## src/design/ttb_pkg.sv

```systemverilog
// Package for the triangle tangent basis block: shared types and constants.
// Used by ttb_front, ttb_back and triangle_tangent_basis_top.
package ttb_pkg;

    // Bits of a differentiated coordinate at the widest parameter value.
    localparam int DW = 49;

    // One triangle handed from the front to the back: edges and UV deltas.
    typedef struct packed {
        logic signed [DW-1:0] e1x;
        logic signed [DW-1:0] e1y;
        logic signed [DW-1:0] e1z;
        logic signed [DW-1:0] e2x;
        logic signed [DW-1:0] e2y;
        logic signed [DW-1:0] e2z;
        logic signed [DW-1:0] du1;
        logic signed [DW-1:0] dv1;
        logic signed [DW-1:0] du2;
        logic signed [DW-1:0] dv2;
    } tri_t;

    // One finished result.
    typedef struct packed {
        logic signed [15:0] tx;
        logic signed [15:0] ty;
        logic signed [15:0] tz;
        logic signed [15:0] bx;
        logic signed [15:0] by;
        logic signed [15:0] bz;
        logic               degen;
    } res_t;

endpackage

```

## src/design/ttb_front.sv

```systemverilog
// Front part: groups vertices in threes and forms edge vectors and UV deltas.
// Depends on ttb_pkg.
module ttb_front #(
    parameter int COORD_WIDTH = 32
) (
    input  logic                   aclk,
    input  logic                   aresetn,
    input  logic                   in_valid,
    output logic                   in_ready,
    input  logic [COORD_WIDTH-1:0] px,
    input  logic [COORD_WIDTH-1:0] py,
    input  logic [COORD_WIDTH-1:0] pz,
    input  logic [COORD_WIDTH-1:0] tu,
    input  logic [COORD_WIDTH-1:0] tv,
    output logic                   q_valid,
    input  logic                   q_ready,
    output ttb_pkg::tri_t          q_data
);
    import ttb_pkg::*;

    logic [1:0] phase_reg;
    logic [COORD_WIDTH-1:0] p0_reg [5];
    logic [COORD_WIDTH-1:0] p1_reg [5];
    // Two-entry queue toward the back part.
    tri_t       fifo_reg [2];
    logic       wr_ptr_reg, rd_ptr_reg;
    logic [1:0] cnt_reg;
    tri_t       tri_next;
    logic       acc, push, pop;

    function automatic logic signed [DW-1:0] dif(input logic [COORD_WIDTH-1:0] a,
                                                 input logic [COORD_WIDTH-1:0] b);
        logic signed [DW-1:0] ea, eb;
        ea = DW'($signed(a));
        eb = DW'($signed(b));
        return ea - eb;
    endfunction

    assign in_ready = (phase_reg != 2'd2) || (cnt_reg != 2'd2);
    assign acc  = in_valid && in_ready;
    assign push = acc && (phase_reg == 2'd2);
    assign pop  = q_valid && q_ready;
    assign q_valid = cnt_reg != 2'd0;
    assign q_data  = fifo_reg[rd_ptr_reg];

    // Differences against the first vertex of the group.
    always_comb begin
        tri_next.e1x = dif(p1_reg[0], p0_reg[0]);
        tri_next.e1y = dif(p1_reg[1], p0_reg[1]);
        tri_next.e1z = dif(p1_reg[2], p0_reg[2]);
        tri_next.e2x = dif(px, p0_reg[0]);
        tri_next.e2y = dif(py, p0_reg[1]);
        tri_next.e2z = dif(pz, p0_reg[2]);
        tri_next.du1 = dif(p1_reg[3], p0_reg[3]);
        tri_next.dv1 = dif(p1_reg[4], p0_reg[4]);
        tri_next.du2 = dif(tu, p0_reg[3]);
        tri_next.dv2 = dif(tv, p0_reg[4]);
    end

    // Vertex store, phase counter and queue.
    always_ff @(posedge aclk) begin
        if (acc && phase_reg == 2'd0) begin
            p0_reg[0] <= px; p0_reg[1] <= py; p0_reg[2] <= pz;
            p0_reg[3] <= tu; p0_reg[4] <= tv;
        end
        if (acc && phase_reg == 2'd1) begin
            p1_reg[0] <= px; p1_reg[1] <= py; p1_reg[2] <= pz;
            p1_reg[3] <= tu; p1_reg[4] <= tv;
        end
        if (push) fifo_reg[wr_ptr_reg] <= tri_next;
        if (!aresetn) begin
            phase_reg  <= 2'd0;
            wr_ptr_reg <= 1'b0;
            rd_ptr_reg <= 1'b0;
            cnt_reg    <= 2'd0;
        end else begin
            if (acc) phase_reg <= (phase_reg == 2'd2) ? 2'd0 : phase_reg + 2'd1;
            if (push) wr_ptr_reg <= ~wr_ptr_reg;
            if (pop) rd_ptr_reg <= ~rd_ptr_reg;
            cnt_reg <= cnt_reg + {1'b0, push} - {1'b0, pop};
        end
    end
endmodule

```

## config.mk

```make
export PLATFORM = sky130hd
export DESIGN_NAME = ttb_front
export DESIGN_NICKNAME = d
export VERILOG_FILES = /design/src/design/ttb_pkg.sv /design/src/design/ttb_front.sv
export SDC_FILE = /design/constraint.sdc
export NUM_CORES = 1
export LEC_CHECK = 0
export BUFFER_PORTS_ARGS = -buffer_cell sky130_fd_sc_hd__buf_2
export CAP_MARGIN = 20
export CORE_MARGIN = 2
export CORE_UTILIZATION = 59
export CTS_BUF_LIST = sky130_fd_sc_hd__clkbuf_16
export DETAILED_ROUTE_END_ITERATION = 10
export PLACE_DENSITY = 0.81
export SYNTH_ARGS = -nofsm -noshare
export SYNTH_HDL_FRONTEND = slang
export SYNTH_SLANG_ARGS = --single-unit
```

## constraint.sdc

```tcl
create_clock -name aclk -period 19.4 [get_ports aclk]
set_input_delay 0.97 -clock aclk [delete_from_list [all_inputs] [get_ports aclk]]
set_output_delay 0.97 -clock aclk [all_outputs]
set_load 0.005 [all_outputs]
```

---- After elaboration in Yosys (flattened, before gate mapping) ----
Memories as Yosys holds them, arrays and structs flattened. A register that Yosys moved wholly into a read port is not among the register bits.
Index checks and enable logic that the tools add are counted.
operators by class
  bitwise gates (word level) .............. 2
  equal/unequal tests ..................... 4
  muxes and demuxes ....................... 9
  reductions and logical operators ........ 8
  add/sub/neg operators ................... 13
operators by type and width
  kind                                                                   count
  32-bit by 32-bit subtractor with 33-bit output                         10
  1-bit 2-to-1 mux                                                       8
  1-bit logical AND                                                      5
  2-bit != test, second input constant                                   2
  2-bit by 1-bit adder with 2-bit output                                 1
  2-bit by 1-bit adder with 2-bit output, second input constant          1
  2-bit by 1-bit equality test with 1-bit output, second input constant  1
  2-bit equality test, second input constant                             1
  2-bit zero test                                                        1
  2-bit 2-to-1 mux                                                       1
  1-bit NOT                                                              2
  2-bit nonzero test                                                     1
  2-bit by 1-bit subtractor with 2-bit output                            1
  1-bit logical OR                                                       1
word-level totals
  word-level logic and storage cells ...... 43
  output and inout port bits .............. 492
  bits of input ports ..................... 164
  RAM bits ................................ 1300
  memories ................................ 3
  register bits after elaboration ......... 6
memories
  memory    words  bits a word  read ports  clocked after memory_dff  wr ports  RTL line         source
  fifo_reg  2      490          1           1                         1         ttb_front.sv:25  tri_t fifo_reg [2];
  p0_reg    5      32           5           0                         5         ttb_front.sv:22  logic [COORD_WIDTH-1:0] p0_reg [5];
  p1_reg    5      32           5           0                         5         ttb_front.sv:23  logic [COORD_WIDTH-1:0] p1_reg [5];

---- Depth between registers and ports, before layout ----
  depth in word-level cells ............... 6
  mapped depth ............................ 15
  mapped depth without buffers ............ 15

---- Worst setup path after synthesis ----
No wires, ideal clock.
  path kind ............................... input port to flip-flop
  start ................................... input in_valid
  end ..................................... register wr_ptr_reg
  library setup time ...................... 123 ps
  required time ........................... 19277 ps
  stages .................................. 3
  path slack .............................. 3444 ps
  data arrival time ....................... 15833 ps
  cell sequence ........................... nand4b_1 nor2_1 o21a_1
between the ends
  longest elaborated chain between the ends .. 2
ends and longest elaborated chain
  item                  RTL line         source
  from (decl)           ttb_front.sv:8   input logic in_valid,
  1-bit logical AND     ttb_front.sv:40  assign acc = in_valid && in_ready;
  1-bit logical AND     ttb_front.sv:41  assign push = acc && (phase_reg == 2'd2);
  to (signal assigned)  ttb_front.sv:78  if (push) wr_ptr_reg <= ~wr_ptr_reg;
  to (decl)             ttb_front.sv:26  logic wr_ptr_reg, rd_ptr_reg;
No other way between the ends.
A chain may end at the register's enable or synchronous reset.

==> impl_summary.log <==
[metrics] yosys warns: 0
[metrics] compound-gate portion of the synthesized area: 0.0996
[metrics] number of synthesized register bits: 987
[metrics] ratio of routed vias to standard cells: 5.69
[metrics] Hold/Removal Path Class: in2reg
[metrics] share of synthesized flip-flops with an asynchronous set or reset: 0
[metrics] Pins Over Slew Limit: 0
[metrics] maximum VDD drop: 0.100 mV
[metrics] synthesized area per cell: 13.4 µm²
[metrics] placer's final routability congestion estimate: 0.932
[metrics] Clock Pin Slew Worst Setup and Hold Paths: 60 ps
[metrics] final worst-path cycle share: 0.251
[metrics] Max-slew headroom: 0.310
[metrics] post-layout min period: 4870 ps
[metrics] number of unique standard cell types used by synthesis: 70
[metrics] layout cell share with drive strength beyond 1: 0.271
[metrics] adder-cell area share of the yosys netlist: 0.0845
[metrics] Hold Crit Start: tu[0]
[metrics] area occupied by multi-input gates: 18,200 µm²
[metrics] reg-to-reg slack, setup: 15,310 ps
[metrics] post-CTS setup-driven buffer insertion count: 0
[metrics] First-pass DRT Iterations: 7
[metrics] via count of the first global-routing pass: 31,141
[metrics] effective utilization at floorplan: 0.597
[metrics] row count: 106
[metrics] Worst path top cell family by delay: buffers and inverters
[metrics] total vias in the final route: 31,612
[metrics] Floorplan Core Area: about 84,000 µm²
[metrics] number of remaining DRC errors: 0
[metrics] clock insertion delay at the later pin of the skew report: 660 ps
[metrics] TritonCTS Sinks: 987
[metrics] number of flops mapped to enable cells by yosys: 980
[metrics] cell count after synthesis: 3,735
[metrics] setup TNS: 0 ps
[metrics] flip-flop count of the largest register after layout: 660
[metrics] final setup slack of the worst path: 14,530 ps
[metrics] number of buffers added to fix hold violations after cts: 0
[metrics] required time at the endpoint of the critical path: between 15,000 and 20,000 ps
[metrics] final count of negative-setup-slack endpoints: 0
[metrics] nets: 4,810
[metrics] worst clock skew: 22.6 ps
[metrics] Leak Pwr: about 23 nW
[metrics] Die X: 295 µm
[metrics] number of buffers on the longest clock path: 3
[metrics] main combinational cell family by area after synthesis: compound AO/OA/AOI/OAI gates
[metrics] initial antenna violation count: 20
[metrics] Post-Synth XOR/XNOR Area: 0.0470
[metrics] CP startpoint kind: register
[metrics] cell taking the most area after synthesis: edfxtp_1
[metrics] Max-Cap Viols: 0
[metrics] Buffers on Ports: roughly 660
[metrics] post-synth net total: 4,231
[metrics] Syn Std Cell Area: around 50,000 µm²
[metrics] top flip-flop cell by instance count after synthesis: edfxtp_1
[metrics] type of the worst setup path: reg2out
[metrics] cell types with the largest area share after synthesis: edfxtp_1 (59%), ha_1 (8.0%), mux2_2 (7.4%)
[metrics] Sequential cell area: 29,600 µm²
[metrics] die height: 295 µm
[metrics] post-route antenna net violation count: 0
[metrics] DIE AREA: just under 90,000 µm²
[metrics] Max stage delay cell, worst path: dfxtp_4
[metrics] DRC violation total after the first TritonRoute iteration: roughly 1,600
[metrics] Hold Violations, Final: 0
[metrics] Least-Margin Pin Slew: 1030 ps
[metrics] leading post-synthesis cells by instance count: edfxtp_1 (980), mux2_2 (330), ha_1 (322)
[metrics] setup repair after global routing missed its margin: no
[metrics] Area growth, synth to finish: 14.3%
[metrics] Setup WS pre-CTS: about 15,000 ps
[metrics] global routing usage summed across all routing layers: 0.249
[metrics] grt ovf: 0
[metrics] critical path capture point type: output port
[metrics] Yosys top cell area share: 0.588
[metrics] power per standard cell area: 105 nW/µm²
[metrics] result of the run: finished, final reports clean
[metrics] Fmax achieved: 0.205 GHz
[metrics] number of clock buffers inserted by TritonCTS: approximately 110
[metrics] largest incremental delay on the critical path: between 900 and 1000 ps
[metrics] maximum fanout along the worst path: 130
[metrics] maximum number of pins on one net before global-route repair: 131
[metrics] clock tree from TritonCTS: yes
[metrics] detailed-route wire length per cell: about 20 µm
[metrics] IO Count: 656
[metrics] cell with the most instances after synthesis: edfxtp_1
[metrics] cells along the critical path: buf_12, buf_4, mux2_2, buf_2
[metrics] proportion of synthesized area in mux cells: 0.0746
[metrics] Final HPWL DP: 81,200 µm
[metrics] H-tree level count: 3
[metrics] wire length of the first global-routing pass: 169,000 µm
[metrics] drt total wl: 112,000 µm
[metrics] Synth Area in Simple Gates: 0.0571
[metrics] worst path bufs/invs: 3
[metrics] endpoint arrival time on the critical path: 3900 ps
[metrics] Root Buffer: clkbuf_16
[metrics] count of filler cells inserted in the layout: 5,870
[metrics] fraction of the yosys area taken by sequential cells: 0.590
[metrics] Resized Gates After CTS: 0
[metrics] reg-to-reg critical path startpoint: p1_reg[0][96]
routing by layer:
layer  vias to the layer above  wire, µm  track usage
met1                     15361     45400        0.313
li1                      15013         -            -
met5                         -        53            0
met3                       261      6590       0.0463
met2                       969     54700        0.419
met4                         8      5160        0.120
cell families (layout without fill, tap and decap cells):
kind of cell	after synthesis	after routing
AOI/OAI and AO/OA	769	769
xor gates and xnor gates	269	269
adders and majority gates	332	332
buffers and inverters	463	1127
DFF	987	987
muxes	332	332
other	0	20
and+or+nand+nor	583	583
layout by cell type, fill, tap and decap left out, types with 17 or more instances in the layout:
cell type / instances
xor2_1: 81
a31oi_1: 22
ha_1: 322
o21ai_0: 121
and3_1: 28
clkbuf_16: 107
nand4_1: 18
and2_1: 17
inv_1: 281
nor2_1: 167
o31ai_1: 18
bufinv_16: 19
nand3_1: 45
clkinv_2: 18
nor3_1: 27
o21a_1: 54
nor2b_1: 44
buf_4: 19
a21o_1: 158
diode_2: 20
nand2b_1: 39
edfxtp_1: 980
nand2_1: 132
a211oi_1: 18
mux2_2: 330
a21oi_1: 234
xnor2_1: 188
buf_2: 655
where the power goes:
group          total [mW]  leakage (nW)  switching [mW]  internal [mW]
combinational        1.42          12.2           0.769          0.652
sequential           2.52          8.99          0.0409           2.48
clock                2.07          1.83           0.823           1.25
total                6.02          23.0            1.63           4.39
worst paths after layout:
| path | end | cells past startpoint |
|---|---|---|
| min reg2reg | rd_ptr_reg | 2 |
| max | q_data[292] | 4 |
| max reg2reg | fifo_reg[1][177] | 14 |
| min | p1_reg[0][96] | 1 |
worst register-to-register path, delay by kind of cell, from the launching register on:
family	cells	cell delay, ps
buffers and inverters	1	70
AO/OA/AOI/OAI	8	2620
adder cells (fa/ha/maj)	2	400
AND/OR/NAND/NOR	2	200
flip-flops	1	380
XOR/XNOR	1	150
layout make-up:
cell class	count	share of cell area
clock buffer	107	0.0468
inverter	259	0.0170
sequential	987	0.517
timing repair buffer	675	0.0601
antenna	20	0.000874
multi-input combinational	2285	0.318
tap	1134	0.0248
clock inverter	86	0.0159
per-stage QoR:
step	hold WS, ps	instance area, µm²	std cells	utilization	power, mW
finish	518	57200	5553	0.683	6.02
global placement	520	53600	5340	0.639	3.95
detailed placement	522	53600	5340	0.639	3.98
global route	482	57200	5546	0.683	6.26
CTS	468	57200	5533	0.682	6.06
floorplan	504	50100	3735	-	3.57
Note: power is estimated with default switching activity, not from simulation.
